==> src/rtl/row_activation_tracker_defines.svh <==
// Assertion macros shared by the row activation tracker RTL.
`ifndef ROW_ACTIVATION_TRACKER_DEFINES_SVH
`define ROW_ACTIVATION_TRACKER_DEFINES_SVH

`ifndef SYNTHESIS
`define RAT_ASSERT_IMP(name, clk, rst_n, ante, cons) \
	name: assert property (@(posedge clk) disable iff (!rst_n) (ante) |-> (cons)) \
		else $error("row activation tracker check failed");
`define RAT_ASSERT_NXT(name, clk, rst_n, ante, cons) \
	name: assert property (@(posedge clk) disable iff (!rst_n) (ante) |=> (cons)) \
		else $error("row activation tracker check failed");
`else
`define RAT_ASSERT_IMP(name, clk, rst_n, ante, cons)
`define RAT_ASSERT_NXT(name, clk, rst_n, ante, cons)
`endif

`endif

==> src/rtl/rat_ram.sv <==
// Generic single-port-write, single-port-read RAM with registered read data.
`default_nettype none
module rat_ram #(
	parameter int WIDTH     = 8,
	parameter int DEPTH     = 32,
	parameter int ADDR_BITS = (DEPTH > 1) ? $clog2(DEPTH) : 1
) (
	input  wire logic                  clk,
	input  wire logic                  we,
	input  wire logic [ADDR_BITS-1:0]  waddr,
	input  wire logic [WIDTH-1:0]      wdata,
	input  wire logic                  re,
	input  wire logic [ADDR_BITS-1:0]  raddr,
	output      logic [WIDTH-1:0]      rdata
);
	logic [WIDTH-1:0] mem_q [DEPTH];

	always_ff @(posedge clk) begin
		if (we) begin
			mem_q[waddr] <= wdata;
		end
		if (re) begin
			rdata <= mem_q[raddr];
		end
	end
endmodule
`default_nettype wire

==> config.mk <==
export PLATFORM = sky130hd
export DESIGN_NAME = rat_ram
export DESIGN_NICKNAME = d
export VERILOG_FILES = /design/src/rtl/row_activation_tracker_defines.svh /design/src/rtl/rat_ram.sv
export SDC_FILE = /design/constraint.sdc
export NUM_CORES = 1
export LEC_CHECK = 0
export ABC_CLOCK_PERIOD_IN_PS = 6550
export BUFFER_PORTS_ARGS = -buffer_cell sky130_fd_sc_hd__buf_2
export CAP_MARGIN = 25
export CORE_UTILIZATION = 66
export DETAILED_ROUTE_END_ITERATION = 12
export GPL_TIMING_DRIVEN = 1
export PLACE_DENSITY_LB_ADDON = 0.25
export SLEW_MARGIN = 20
export SYNTH_ARGS = -nofsm -noshare
export SYNTH_HDL_FRONTEND = slang
export SYNTH_SLANG_ARGS = --single-unit
export TNS_END_PERCENT = 50
==> constraint.sdc <==
create_clock -name clk -period 6.55 [get_ports clk]
set_input_delay 1.31 -clock clk [delete_from_list [all_inputs] [get_ports clk]]
set_output_delay 1.31 -clock clk [all_outputs]
set_load 0.005 [all_outputs]
### After elaboration in Yosys (flattened, before gate mapping)

Memories as Yosys holds them, arrays and structs flattened. A register that Yosys moved wholly into a read port is not among the register bits.
Index checks and enable logic that the tools add are counted.

* register bits after elaboration: 0
* RAM bits: 256
* memories kept: 1

* muxes and demuxes: 2

Memories
* mem_q: words 32, width 8, rd ports 1, clocked after memory_dff 1, write ports 1, RTL line rat_ram.sv:16 `logic [WIDTH-1:0] mem_q [DEPTH];`

Operator list (number)
* $mux 1: 2

### Longest topological paths before layout

* depth in word-level cells: 2
* mapped depth: 5

### Worst setup path before layout

OpenSTA, ideal clock, no wires.

* path type: input port to flip-flop
* start point: in raddr[2]
* end point: reg rdata[0] (read register of mem_q) (data pin)
* data arrival time: 2.992 ns
* slack: 3.298 ns
* stages: 5
* path buffers: 2
* path through: clkbuf_1 -> clkbuf_1 -> mux4_2 -> mux4_2 -> mux2_2

RTL lines
* start, declared: RTL line rat_ram.sv:13 `input wire logic [ADDR_BITS-1:0] raddr,`
* end, declared: RTL line rat_ram.sv:14 `output logic [WIDTH-1:0] rdata`

==> impl_metrics.tcl <==
set metrics [dict create \
    status "complete, no violations" \
    cts_buffer_depth 3 \
    cts_tree "built" \
    synth_area_leader_cell "edfxtp_1" \
    clkSinkCount 264 \
    grt_pass1_vias 4632 \
    dpl-instance-area_um2 10420 \
    via_per_inst 6.891 \
    critPathRequiredTime_ns 6.83 \
    worst-path-max-fanout 46 \
    skew_ns 0.01546 \
    worstRegToRegCells 3 \
    max_freq_mhz 275.4 \
    postLayoutCellArea_um2 11290 \
    placedCellCount 611 \
    drv_cap 0 \
    numPortBuffers 28 \
    synth_fp_nets 438 \
    antenna_found_initial 1 \
    cp-end-kind "flop" \
    post-cts-setup-buffers 0 \
    final_common_cell "edfxtp_1" \
    initial_core_util_pct 68.68 \
    numCtsBuffers 26 \
    syn_area_per_cell_um2 24.30 \
    ir_drop_mv 0.2498 \
    wl_um 20130 \
    die_y_um 125.9 \
    drive_above_1_share_pct 33.61 \
    clkLatencyLatePin_ns 0.53 \
    hold_ws_ns 0.9769 \
    ys_types 14 \
    num_io_pins 29 \
    final_cell_mix "edfxtp_1 (264), mux4_2 (80), nor2_1 (33), clkbuf_16 (27), buf_2 (27)" \
    synth_seq_cells 264 \
    hold_path_class "reg -> reg" \
    cts_resized 0 \
    slew_violations 0 \
    ant_nets 0 \
    clockRootBuffer "clkbuf_16" \
    row_count 44 \
    synthTopCellsByArea "edfxtp_1 (78%), mux4_2 (18%), nor2_1 (1.2%)" \
    grtUsageMet1_pct 40.73 \
    area_delta_synth_final_pct 11.38 \
    finalCritPeriodShare_pct 55.44 \
    grt_max_degree 47 \
    nets 477 \
    antenna_cells 0 \
    wire_per_inst_um 30.49 \
    critPathLaunchType "input port" \
    top_usage_layer "met2" \
    num_vias 4548 \
    path_class "in -> reg" \
    place.gp.congestion 0.7492 \
    critPathCapture "rdata[4]$_DFFE_PP_" \
    clk_pin_slew_ns 0.06 \
    fp.dieW_um 125.9 \
    finalHoldViolCount 0 \
    r2r-start "mem_q[5][5]$_DFFE_PP_" \
    drt_pass1_iterations 5 \
    first_iter_violations 557 \
    core_um2 14750 \
    tightest_slew_ns 0.9529 \
    track_usage_pct 27.05 \
    postCtsHoldBufs 0 \
    grt_pass1_wl_um 30170 \
    crit_arrival_ns 3.91 \
    nFillCells 782 \
    r2r-end "rdata[5]$_DFFE_PP_" \
    powerDensity_nw_per_um2 312.7 \
    grt.overflow.total 0 \
    leakagePower_nw 3.521 \
    use_met3_pct 6.839 \
    synthCells 417 \
    synth_warnings 0 \
    drc 0 \
    yosysTopAreaCellShare_pct 78.23 \
    rsz0062_at_grt "no" \
    seq_area_frac_synth_pct 78.23 \
    syn_area_um2 10130 \
    die_area_um2 15850 \
    dpl.hpwl_um 12050 \
    reg2reg_slack_ns 4.60 \
    setup-violations-final 0 \
    crit_start "raddr[0]" \
    max_slew_margin_pct 36.24 \
    final_cells 660 \
    fin_crit_ns 3.631 \
    finalSetupTns_ns 0 \
    met2_usage_pct 41.47 \
    htree_levels 1 \
    total_power_mw 3.530 \
]
-- layer usage --
layer	vias up	routed length, um	share of wire (%)
li1	1861	-	-
met1	2377	7935	39
met2	277	9720	48
met3	33	2091	10
met4	0	378	1.9
met5	-	0	0
-- stage by stage --
step	utilization [%]	setup slack, ns
after floorplan	-	3.298
after global placement	70.59	2.365
after detailed placement	70.59	2.302
after CTS	76.37	2.868
after global routing	76.50	2.751
final	76.50	2.919
-- sequential cells by signal, summed over array words and instances (netlist names) --
| signal | count |
|---|---|
| mem_q | 256 |
| rdata | 8 |
-- where the power goes --
part / total, mW / internal (mW) / switching, mW
clock network: 1.47 / 0.873 / 0.595
registers: 1.89 / 1.89 / 0.00788
logic: 0.168 / 0.0729 / 0.0952
total: 3.53 / 2.83 / 0.698
-- worst min-delay path by stage --
stage                                       from                 end  slack, ns  depth (start not counted)
after floorplan           mem_q[12][0]$_DFFE_PP_  rdata[0]$_DFFE_PP_       0.94                          3
after global placement    mem_q[24][3]$_DFFE_PP_  rdata[3]$_DFFE_PP_       0.96                          3
after detailed placement  mem_q[10][1]$_DFFE_PP_  rdata[1]$_DFFE_PP_       0.97                          3
after CTS                 mem_q[10][1]$_DFFE_PP_  rdata[1]$_DFFE_PP_       0.98                          3
after global routing      mem_q[29][1]$_DFFE_PP_  rdata[1]$_DFFE_PP_       1.01                          3
final                     mem_q[10][1]$_DFFE_PP_  rdata[1]$_DFFE_PP_       0.98                          3
-- synthesized netlist by cell type --
| master | number |
|---|---|
| buf_1 | 6 |
| buf_2 | 1 |
| buf_4 | 6 |
| buf_6 | 1 |
| clkbuf_1 | 6 |
| edfxtp_1 | 264 |
| mux2_2 | 8 |
| mux4_2 | 80 |
| nand2_1 | 1 |
| nand3_1 | 2 |
| nand3b_1 | 5 |
| nor2_1 | 33 |
| or3_1 | 1 |
| or3b_2 | 3 |
-- worst max-delay path, stage by stage --
cell	delay [ns]
buf_4	0.67
buf_4	0.50
mux4_2	0.57
mux4_2	0.53
mux2_2	0.29
-- final cells by class --
| class | instances | area [um^2] | area share (%) |
|---|---|---|---|
| Tap cell | 184 | 230.2 | 2.040 |
| Clock inverter | 15 | 153.9 | 1.363 |
| Timing Repair Buffer | 31 | 177.7 | 1.574 |
| Multi-Input combinational cell | 133 | 2100 | 18.60 |
| Clock buffer | 33 | 698.2 | 6.186 |
| Sequential cell | 264 | 7928 | 70.24 |
-- cells by family (layout without fill, tap and decap cells) --
group,count (synthesis),count (layout),share of synthesized area (%)
flip-flops,264,264,78.23
multiplexers,88,88,18.67
buffers and inverters,20,79,1.049
AND/OR/NAND/NOR,45,45,2.050
Power figures use the tool's default switching activity.
