$ cat src/rtl/row_activation_tracker_defines.svh
// Assertion macros shared by the row activation tracker RTL.
`ifndef ROW_ACTIVATION_TRACKER_DEFINES_SVH
`define ROW_ACTIVATION_TRACKER_DEFINES_SVH

`ifndef SYNTHESIS
`define RAT_ASSERT_IMP(name, clk, rst_n, ante, cons) \
	name: assert property (@(posedge clk) disable iff (!rst_n) (ante) |-> (cons)) \
		else $error("row activation tracker check failed");
`define RAT_ASSERT_NXT(name, clk, rst_n, ante, cons) \
	name: assert property (@(posedge clk) disable iff (!rst_n) (ante) |=> (cons)) \
		else $error("row activation tracker check failed");
`else
`define RAT_ASSERT_IMP(name, clk, rst_n, ante, cons)
`define RAT_ASSERT_NXT(name, clk, rst_n, ante, cons)
`endif

`endif

$ cat src/rtl/rat_pkg.sv
// Types, constants and helper functions of the row activation tracker.
`default_nettype none
package rat_pkg;
	localparam int NUM_RANKS       = 2;
	localparam int NUM_GROUPS      = 4;
	localparam int BANKS_PER_GROUP = 4;
	localparam int TABLE_ENTRIES   = 8;
	localparam int ROW_BITS        = 16;
	localparam int COUNT_BITS      = 24;

	localparam int BANK_COUNT = NUM_RANKS * NUM_GROUPS * BANKS_PER_GROUP;
	localparam int BANK_BITS  = (BANK_COUNT > 1) ? $clog2(BANK_COUNT) : 1;
	localparam int SLOT_BITS  = (TABLE_ENTRIES > 1) ? $clog2(TABLE_ENTRIES) : 1;

	localparam logic [COUNT_BITS-1:0] COUNT_MAX = '1;

	localparam int CFG_DATA_BITS = 32;
	localparam int CFG_IDX_BITS  = 1;
	localparam logic [CFG_IDX_BITS-1:0] REG_THRESHOLD = 1'd0;
	localparam logic [CFG_IDX_BITS-1:0] REG_PERIOD    = 1'd1;

	localparam logic [COUNT_BITS-1:0] THRESHOLD_RESET = COUNT_BITS'(1000);
	localparam logic [31:0]           PERIOD_RESET    = 32'd1000000;

	typedef struct packed {
		logic                  valid;
		logic [ROW_BITS-1:0]   tag;
		logic [COUNT_BITS-1:0] count;
	} slot_t;

	typedef struct packed {
		slot_t [TABLE_ENTRIES-1:0] slots;
		logic [COUNT_BITS-1:0]     spill;
	} bank_row_t;

	typedef struct packed {
		logic                 hit;
		logic [SLOT_BITS-1:0] hit_idx;
		logic                 victim;
		logic [SLOT_BITS-1:0] victim_idx;
	} search_t;

	function automatic logic [COUNT_BITS-1:0] sat_inc(input logic [COUNT_BITS-1:0] v);
		return (v == COUNT_MAX) ? COUNT_MAX : v + 1'b1;
	endfunction

	function automatic logic [BANK_BITS-1:0] bank_flat(input logic [0:0] rank,
			input logic [1:0] group, input logic [1:0] bank);
		int v;
		v = (int'(rank) * NUM_GROUPS + int'(group)) * BANKS_PER_GROUP + int'(bank);
		return BANK_BITS'(v);
	endfunction
endpackage
`default_nettype wire

$ cat src/rtl/rat_search.sv
// Tag match and replacement slot search over one bank's table row.
`default_nettype none
module rat_search import rat_pkg::*; (
	input  wire bank_row_t           row,
	input  wire logic [ROW_BITS-1:0] tag,
	output      search_t             res
);
	always_comb begin
		res = '0;
		for (int i = 0; i < TABLE_ENTRIES; i++) begin
			if (!res.hit && row.slots[i].valid && row.slots[i].tag == tag) begin
				res.hit     = 1'b1;
				res.hit_idx = SLOT_BITS'(i);
			end
			if (!res.victim && row.slots[i].count == row.spill) begin
				res.victim     = 1'b1;
				res.victim_idx = SLOT_BITS'(i);
			end
		end
	end
endmodule
`default_nettype wire
$ cat config.mk
export PLATFORM = sky130hd
export DESIGN_NAME = rat_search
export DESIGN_NICKNAME = d
export VERILOG_FILES = /design/src/rtl/row_activation_tracker_defines.svh /design/src/rtl/rat_pkg.sv /design/src/rtl/rat_search.sv
export SDC_FILE = /design/constraint.sdc
export NUM_CORES = 1
export LEC_CHECK = 0
export BUFFER_PORTS_ARGS = -buffer_cell sky130_fd_sc_hd__buf_2
export CAP_MARGIN = 10
export CORE_AREA = 2 2 148 150
export DETAILED_ROUTE_END_ITERATION = 6
export DIE_AREA = 0 0 150 152
export REMOVE_ABC_BUFFERS = 1
export SLEW_MARGIN = 40
export SYNTH_ARGS = -nofsm -noshare
export SYNTH_HDL_FRONTEND = slang
export SYNTH_SLANG_ARGS = --single-unit
$ cat constraint.sdc
create_clock -name vclk -period 1.8
set_input_delay 0.09 -clock vclk [all_inputs]
set_output_delay 0.09 -clock vclk [all_outputs]
set_load 0.005 [all_outputs]
## After elaboration in Yosys (flattened, before gate mapping)

Index checks and enable logic that the tools add are counted.

- Eq/ne operators: 16
- Mux-type cells: 16
- Reductions and logical operators: 36

Operators by type and width:

| kind | number |
|---|---|
| $eq 24x24->1 | 8 |
| $eq 16x16->1 | 8 |
| $mux 4 | 16 |
| $logic_and 1x1->1 | 22 |
| $logic_not 1->1 | 14 |

- Bits of input ports: 368
- Register bits after elaboration: 0
- Word-level logic and storage cells: 68
- Output and inout bits: 8

## Logic depth before layout (Yosys ltp)

Gate-level depths: netlist of run 1.

- Depth in word-level cells: 31
- Gate-level depth with buffers: 8
- Depth with buffers taken out: 7

## Worst setup path before layout of run 1

No wires, ideal clock.

- Kind: input to output
- Start point: input port tag[13]
- End point: output port res[6] (netlist bit)
- Path buffers: 1
- Setup slack: 0.359 ns
- Data required time: 1.710 ns
- Data arrival time: 1.351 ns
- Stages: 7
- Cells stage by stage: buf_2 > xor2_1 > nor4_1 > nand4_1 > nor4_4 > nor3_1 > nor3_2

RTL lines:

| what | RTL line | text |
|---|---|---|
| from (decl) | rat_search.sv:5 | `input wire logic [ROW_BITS-1:0] tag,` |
| to (decl) | rat_search.sv:6 | `output search_t res` |

==> reports/results.ini, run 1 <==
[run]
max_cap_viol_count = 0

[clock_network]
holdBufCountCts = 0

[yosys]
yosys.area.top_type = xnor2_1
synth.most_common_cell = xnor2_1
synth_top_family_by_area = XOR/XNOR gates
muxShareOfSynthArea_pct = 0
synth_common_cells = 197 x xnor2_1, 123 x xor2_1, 51 x nand4_1, 39 x nor4_1, 19 x buf_6
avgSynthCellArea_sq_um = 8.02
synth-simple-area-share_pct = 19.6
synth_xor_area_share_pct = 69.9
synth_compound_area_share_pct = 1.62
synth-seq-area-share_pct = 0
synthCells = 500
synth.distinct_cells = 24
yosys.area.top_type_share_pct = 43.0
synth_area_leaders = xnor2_1 43%, xor2_1 27%, nand4_1 8.0%
yosys_warnings = 0
yosys.area_share.adder_pct = 0
syn_area_sq_um = 4010

[floorplan]
dieHeight_microns = 152
die_w_microns = 150
die-area_sq_um = 22800
boundaryPins = 376
placementRows = 54
initial_core_util_pct = 18.8
core_sq_um = 21400

[global_routing]
grt_usage_pct = 18.1
met1_usage_pct = 18.7
grt_pass1_vias = 5410
gr-max-usage-layer = met2
grt_antenna_before_repair = 2
grt_pass1_wl_microns = 31100
use_met3_pct = 2.97
grt_overflow = 0
met2_usage_pct = 36.2
grt_max_degree = 9

[sta]
fin_setup_tns_ns = -0.282
period_share_pct = 105
final_hold_viol_count = 0
drv_slew = 0
fmax_mhz = 531
tightest_slew_ns = 0.458
rsz0062_at_grt = true
fin_crit_ns = 1.88
setup_ws_ns = -0.0839
setup_viol = 5
relSlewSlack_pct = 69.2

[setup_path]
worstSetupEndpointType = primary output
crit_fanout = 7
crit_start = row[5]
start_kind = input pin
arrival_ns = 1.79
worstPathRequired_ns = 1.71
worstSetupPathType = input pin to primary output
endpoint = res[0]

[drt]
remaining_drc_errors = 0
drt_first_pass_iters = 4
wl_microns = 22300
drtAntennaViolNets = 0
via_per_inst = 4.38
avgRoutedWirePerCell_microns = 18.6
num_vias = 5242
drt_iter0_markers = 160

[pwr]
switching_power_mw = 0.783
p_leak_nw = 3.20
combPwrFrac_pct = 100.0
powerDensity_nw_per_um2 = 236
clock_power_share_pct = 0
seqPwrFrac_pct = 0
swShare_pct = 46.0
intPower_mw = 0.918
ir_drop_mv = 0.153

[place]
io_buffers = 376
place_area_sq_um = 6540
hpwl_microns = 20000
gp_congestion = 0.985
preCtsSetupSlack_ns = -0.499

[finish]
num-fill-cells = 2291
area_growth_pct = 80.0
nets = 1284
final_area_sq_um = 7220
drive_gt1_share_pct = 57.3
seq_cell_count = 0
fin_util_pct = 33.8
nClkBuffers = 0
seqCellArea_sq_um = 0
multi_input_area_sq_um = 4140

[hold_path]
hold_class = input pin to primary output
whs_path_depth = 4

[run_status]
status = finished, violations left
violations = setup timing

## final cells by class
class / instances / share of cell area, %
timing repair buffer: 454 / 37.7
multi-input combinational: 460 / 57.4
tap: 280 / 4.85
antenna: 2 / 0.0693
## power by group through the flow
stage	Sequential, mW	Clock, mW	Combinational (mW)
2_1_floorplan	0	0	0.619
4_1_cts	0	0	1.64
3_5_place_dp	0	0	1.55
3_3_place_gp	0	0	1.54
5_1_grt	0	0.000000149	1.83
6_report	0	0.000000149	1.70
## placed cells by master, fill, tap and decap left out, types with 5 or more instances in the layout
cell type	n
nor3_2	5
nand2_1	8
xnor2_2	18
buf_6	11
buf_12	10
buf_4	74
nand3_1	5
xnor2_1	178
xor2_1	117
nor4_2	19
nor4_1	18
nand4_1	51
buf_2	353
## metal layers
layer | share of wire, % | wire length, microns | vias to the layer above
met1 | 35 | 7690 | 2376
met3 | 8.0 | 1780 | 49
met5 | 0 | 0 | -
li1 | - | - | 2509
met4 | 3.6 | 809 | 0
met2 | 54 | 12000 | 308
## worst min-delay path by stage
stage              from      to  slack [ns]
2_1_floorplan  row[105]  res[4]        0.31
6_report       row[105]  res[4]        0.59
3_5_place_dp   row[105]  res[4]        0.57
5_1_grt        row[105]  res[4]        0.63
4_1_cts        row[105]  res[4]        0.57
3_3_place_gp   row[105]  res[4]        0.56
## cell families (layout without fill, tap and decap cells)
family / Yosys count / count (layout)
xor+xnor: 320 / 320
simple gates: 129 / 129
buf+inv: 40 / 454
compound gates: 11 / 11
other cells: 0 / 2
## what timing repair did
action,in CTS,in global routing
pin swaps,27,38
resized for setup,71,53
endpoints found under the hold margin,0,0
endpoints found under the setup margin,8,8
setup buffers,0,3
## critical path, cell delays in order
cell and delay [ns]:
buf_2 0.13, buf_12 0.15, xor2_1 0.15, nor4_1 0.44, nand4_1 0.13, nor3_1 0.20, or2_1 0.15, nand2b_4 0.14
o32ai_2 0.07, buf_2 0.14
## through the flow
step,power [mW],cells,hold slack (ns)
after global routing,1.83,1196,0.628
final,1.70,1196,0.588
after global placement,1.54,1191,0.561
after floorplan,0.619,460,0.312
after CTS,1.64,1191,0.571
after detailed placement,1.55,1191,0.568
Note: power is estimated with default switching activity, not from simulation.
==> run 2, diff against run 1 <==
Settings changed: ABC_AREA from default to 1, CORE_AREA 2 2 148 150 to 2 2 146 148, DIE_AREA 0 0 150 152 to 0 0 148 150, SKIP_LAST_GASP from default to 1.
==> reports/results.ini, run 2 <==
[sta]
hold_slack_ns = 0.760  ; was 0.588 ns
fin_crit_ns = 1.67  ; was 1.88 ns
relSlewSlack_pct = 79.1  ; was 69.2%
period_share_pct = 93.0  ; was 105%
tightest_slew_ns = 0.313  ; was 0.458 ns
fin_setup_tns_ns = 0  ; was -0.282 ns
rsz0062_at_grt = false  ; was true
final_hold_viol_count = 0  ; unchanged
setup_viol = 0  ; was 5
drv_slew = 0  ; unchanged
fmax_mhz = 597  ; was 531 MHz

[floorplan]
initial_core_util_pct = 24.8  ; was 18.8%
die_w_microns = 148  ; was 150 microns
core_sq_um = 20700  ; was 21400 sq um
boundaryPins = 376  ; unchanged
dieHeight_microns = 150  ; was 152 microns
die-area_sq_um = 22200  ; was 22800 sq um
placementRows = 53  ; was 54

[place]
io_buffers = 376  ; unchanged
place_area_sq_um = 7130  ; was 6540 sq um
placed_cells = 1643  ; was 1191
gp_congestion = 0.921  ; was 0.985
hpwl_microns = 21300  ; was 20000 microns

[global_routing]
grt_max_degree = 16  ; was 9
grt_pass1_vias = 6453  ; was 5410
grt_antenna_before_repair = 6  ; was 2
grt_usage_pct = 19.7  ; was 18.1%
grt_overflow = 0  ; unchanged
grt_pass1_wl_microns = 34100  ; was 31100 microns

[pwr]
ir_drop_mv = 0.117  ; was 0.153 mV
p_leak_nw = 4.33  ; was 3.20 nW
powerDensity_nw_per_um2 = 210  ; was 236 nW/um^2
power.total_mw = 1.51  ; was 1.70 mW

[yosys]
yosys.area.top_type_share_pct = 28.4  ; was 43.0%
synth_common_cells = 388 x nand2_1, 138 x nor2_1, 120 x inv_1, 84 x xor2_1, 76 x xnor2_1  ; was 197 x xnor2_1, 123 x xor2_1, 51 x nand4_1, 39 x nor4_1, 19 x buf_6
synth.most_common_cell = nand2_1  ; was xnor2_1
yosys.area.top_type = nand2_1  ; was xnor2_1
yosys_warnings = 0  ; unchanged
syn_area_sq_um = 5130  ; was 4010 sq um
synth-seq-area-share_pct = 0  ; unchanged
synthCells = 1020  ; was 500
synth.distinct_cells = 32  ; was 24
synth_area_leaders = nand2_1 28%, xor2_1 14%, xnor2_1 13%  ; was xnor2_1 43%, xor2_1 27%, nand4_1 8.0%
avgSynthCellArea_sq_um = 5.03  ; was 8.02 sq um

[setup_path]
crit_slowest_cell = nor2_1  ; was nor4_1
cp_common_cell = nand2_1  ; was buf_2
cpPeakStageDelay_ns = 0.21  ; was 0.44 ns
crit_fanout = 11  ; was 7
worstSetupEndpointType = primary output  ; unchanged
arrival_ns = 1.58  ; was 1.79 ns
start_kind = input pin  ; unchanged
crit_chain = buf_2 -> inv_2 -> nand2_1 -> o21ai_0 -> nor2_1 -> nand2_1 -> nor2_1 -> nand3_2 -> nand2_1 -> nor2_4 -> nand3_1 -> nand2_1 -> inv_1 -> o21ai_2 -> buf_2  ; was buf_2 -> buf_12 -> xor2_1 -> nor4_1 -> nand4_1 -> nor3_1 -> or2_1 -> nand2b_4 -> o32ai_2 -> buf_2
worstSetupPathType = input pin to primary output  ; unchanged
worstPathRequired_ns = 1.71  ; about the same

[drt]
drt_first_pass_iters = 4  ; unchanged
remaining_drc_errors = 0  ; unchanged
via_per_inst = 4.32  ; was 4.38
num_vias = 7117  ; was 5242
wl_microns = 23500  ; was 22300 microns
drt_iter0_markers = 273  ; was 160
drtAntennaViolNets = 0  ; unchanged
avgRoutedWirePerCell_microns = 14.3  ; was 18.6 microns

[finish]
nets = 1738  ; was 1284
nClkBuffers = 0  ; unchanged
final_area_sq_um = 7210  ; was 7220 sq um
seq_cell_count = 0  ; unchanged
layout_common_cells = 385 x nand2_1, 363 x buf_2, 134 x nor2_1  ; was 353 x buf_2, 178 x xnor2_1, 117 x xor2_1
finalNonFillerCells = 1646  ; was 1196
drive_gt1_share_pct = 32.2  ; was 57.3%
area_growth_pct = 40.6  ; was 80.0%
seqCellArea_sq_um = 0  ; unchanged
layout_commonest_cell = nand2_1  ; was buf_2

[hold_path]
hold_class = input pin to primary output  ; unchanged

[run_status]
status = finished, final reports clean  ; was finished, violations left

[clock_network]
post_cts_buffers = 0  ; unchanged

[run]
max_cap_viol_count = 0  ; unchanged

[run 2: cell count changes after synthesis, sizes merged, moves of 40 or more]
cell   delta
inv     +142
nand2   +383
nor4     -40
o21ai    +50
nor2    +140
xnor2   -121
[run 2: path summary, 6_finish.rpt]
kind     start      to  slack (ns)  depth (start not counted)
max    tag[15]  res[4]        0.13                         15
min   row[253]  res[6]        0.76                          6
[run 2: timing repair]
item,in CTS,in global routing
setup endpoints to repair,1,7
gates cloned,0,0
hold buffers,0,0
resized for setup,2,30
[run 2: metrics by stage]
| step | setup WS (ns) | util [%] |
|---|---|---|
| final | 0.126 | 34.8 |
| after global routing | 0.0000484 | 34.8 |
| after CTS | 0.00556 | 34.5 |
| after detailed placement | -0.0859 | 34.5 |
| after global placement | -0.0634 | 34.5 |
| after floorplan | 0.671 | - |
[run 2: per-layer routing]
| metal | part of all wire (%) | up-vias | GRT usage, % | routed length [microns] |
|---|---|---|---|---|
| li1 | - | 3763 | - | - |
| met1 | 41 | 3049 | 23.8 | 9670 |
| met2 | 50 | 273 | 37.2 | 11800 |
| met3 | 6.6 | 30 | 2.74 | 1550 |
| met4 | 2.0 | 2 | 3.71 | 473 |
| met5 | 0.034 | - | 0 | 8 |
[run 2: power by group]
| part | switching, mW | leakage (nW) | total [mW] | internal [mW] |
|---|---|---|---|---|
| logic | 0.803 | 4.33 | 1.51 | 0.709 |
| registers | 0 | 0 | 0 | 0 |
| clock network | 0 | 0.0000190 | 0.000000224 | 0.000000224 |
[run 2: cells by family (layout without fill, tap and decap cells)]
logic type	after synthesis	in the layout	share of synthesized area (%)
simple gates	608	608	48.5
other cells	0	3	0
xor+xnor	160	160	27.3
compound gates	70	70	7.83
buf+inv	182	530	16.4
[run 2: worst max-delay path, delay by kind of cell]
family	cells	cell delay, ns
AO/OA/AOI/OAI	2	0.13
AND/OR/NAND/NOR	9	0.87
buffers and inverters	4	0.49
[run 2: cell type report]
class | instances | area (sq um)
fillers | 2392 | 13500
well taps | 275 | 344
diodes | 3 | 7.51
repair buffers | 387 | 2000
inverters | 143 | 544
multi-input cells | 838 | 4320
==> run 3, diff against run 2 <==
Settings changed: CORE_AREA 2 2 146 148 to 5 5 145 147, DIE_AREA 0 0 148 150 to 0 0 150 152, MAX_ROUTING_LAYER from default to met4.
==> reports/results.ini, run 3 (same netlist as run 2, synthesis figures left out) <==
[place]
place_area_sq_um = 7100  ; was 7130 sq um
gp_congestion = 0.950  ; was 0.921
io_buffers = 376  ; unchanged
preCtsSetupSlack_ns = 0.0591  ; was -0.0859 ns
hpwl_microns = 22500  ; was 21300 microns

[global_routing]
grt_pass1_vias = 7223  ; was 6453
grt_max_degree = 16  ; unchanged
grt_overflow = 0  ; unchanged
grt_pass1_wl_microns = 36700  ; was 34100 microns
grt_usage_pct = 20.9  ; was 19.7%
grt_antenna_before_repair = 13  ; was 6

[finish]
nClkBuffers = 0  ; unchanged
seq_cell_count = 0  ; unchanged
layout_common_cells = 388 x nand2_1, 369 x buf_2, 134 x nor2_1  ; was 385 x nand2_1, 363 x buf_2, 134 x nor2_1
num-fill-cells = 2369  ; was 2392
drive_gt1_share_pct = 31.7  ; was 32.2%
nets = 1734  ; was 1738
multi_input_area_sq_um = 4300  ; was 4320 sq um
final_area_sq_um = 7160  ; was 7210 sq um
layout_commonest_cell = nand2_1  ; unchanged
seqCellArea_sq_um = 0  ; unchanged
fin_util_pct = 36.2  ; was 34.8%
area_growth_pct = 39.6  ; was 40.6%

[floorplan]
placementRows = 52  ; was 53
initial_core_util_pct = 25.9  ; was 24.8%
dieHeight_microns = 152  ; was 150 microns
core_sq_um = 19800  ; was 20700 sq um
boundaryPins = 376  ; unchanged
die-area_sq_um = 22800  ; was 22200 sq um
die_w_microns = 150  ; was 148 microns

[sta]
final_hold_viol_count = 0  ; unchanged
relSlewSlack_pct = 79.3  ; was 79.1%
hold_slack_ns = 0.763  ; was 0.760 ns
tightest_slew_ns = 0.310  ; was 0.313 ns
fmax_mhz = 596  ; was 597 MHz
drv_slew = 0  ; unchanged
setup_viol = 0  ; unchanged
rsz0062_at_grt = true  ; was false
period_share_pct = 93.3  ; was 93.0%
setup_ws_ns = 0.121  ; was 0.126 ns
fin_crit_ns = 1.68  ; was 1.67 ns
fin_setup_tns_ns = 0  ; unchanged

[drt]
remaining_drc_errors = 0  ; unchanged
drt_iter0_markers = 261  ; was 273
wl_microns = 24900  ; was 23500 microns
num_vias = 7154  ; was 7117
via_per_inst = 4.35  ; was 4.32
drtAntennaViolNets = 0  ; unchanged
drt_first_pass_iters = 6  ; was 4
avgRoutedWirePerCell_microns = 15.1  ; was 14.3 microns

[setup_path]
worstSetupEndpointType = primary output  ; unchanged
endpoint = res[2]  ; was res[4]
start_kind = input pin  ; unchanged
worstSetupPathType = input pin to primary output  ; unchanged
arrival_ns = 1.59  ; was 1.58 ns
worstPathRequired_ns = 1.71  ; about the same
crit_fanout = 10  ; was 11
crit_start = row[13]  ; was tag[15]

[hold_path]
worstHoldStart = row[229]  ; was row[253]
hold_class = input pin to primary output  ; unchanged

[run_status]
status = finished, final reports clean  ; unchanged

[run]
max_cap_viol_count = 0  ; unchanged

[pwr]
swShare_pct = 54.0  ; was 53.1%
p_leak_nw = 4.30  ; was 4.33 nW
combPwrFrac_pct = 100.0  ; about the same
ir_drop_mv = 0.142  ; was 0.117 mV
seqPwrFrac_pct = 0  ; about the same
intPower_mw = 0.700  ; was 0.709 mW
clock_power_share_pct = 0  ; about the same
switching_power_mw = 0.821  ; was 0.803 mW
powerDensity_nw_per_um2 = 212  ; was 210 nW/um^2

[clock_network]
post_cts_buffers = 0  ; unchanged
holdBufCountCts = 0  ; unchanged

-- run 3: worst min path at each step --
stage                  end  slack (ns)  cells past startpoint
floorplan           res[3]        0.51                      5
global placement    res[4]        0.76                      7
detailed placement  res[2]        0.76                      7
CTS                 res[2]        0.76                      7
global route        res[6]        0.82                      6
finish              res[2]        0.76                      7
-- run 3: power groups by stage --
stage          clock network, mW  logic (mW)  registers, mW
6_report             0.000000893        1.52              0
4_1_cts                        0        1.53              0
3_5_place_dp                   0        1.52              0
3_3_place_gp                   0        1.50              0
5_1_grt              0.000000892        1.70              0
2_1_floorplan                  0       0.726              0
-- run 3: area by class of cell --
cell class,count,share of cell area [%]
inverter,143,7.53
tap,270,4.72
timing repair buffer,383,27.3
multi-input combinational,838,60.1
antenna,12,0.420
-- run 3: stage by stage --
step	total power [mW]	instances
final	1.52	1646
after global routing	1.70	1646
after CTS	1.53	1634
after detailed placement	1.52	1634
after global placement	1.50	1634
after floorplan	0.726	981
-- run 3: worst max-delay path, cell delays in order --
cell and delay [ns]:
clkbuf_4 0.18, or2_2 0.30, nand2_1 0.06, nand4_1 0.19, nor2_1 0.22, nand3_1 0.16, a41oi_1 0.23, buf_2 0.16
-- run 3: layer usage --
layer | share of wire [%] | global-route usage (%) | up-vias
met4 | 3.5 | 7.32 | 0
met2 | 50 | 38.3 | 310
li1 | - | - | 3768
met3 | 7.8 | 3.78 | 50
met5 | 0 | - | -
met1 | 39 | 22.2 | 3026
-- run 3: timing repair --
item	4_1_cts	5_1_grt
hold endpoints to repair	0	0
gates resized for setup	0	13
endpoints found under the setup margin	0	4
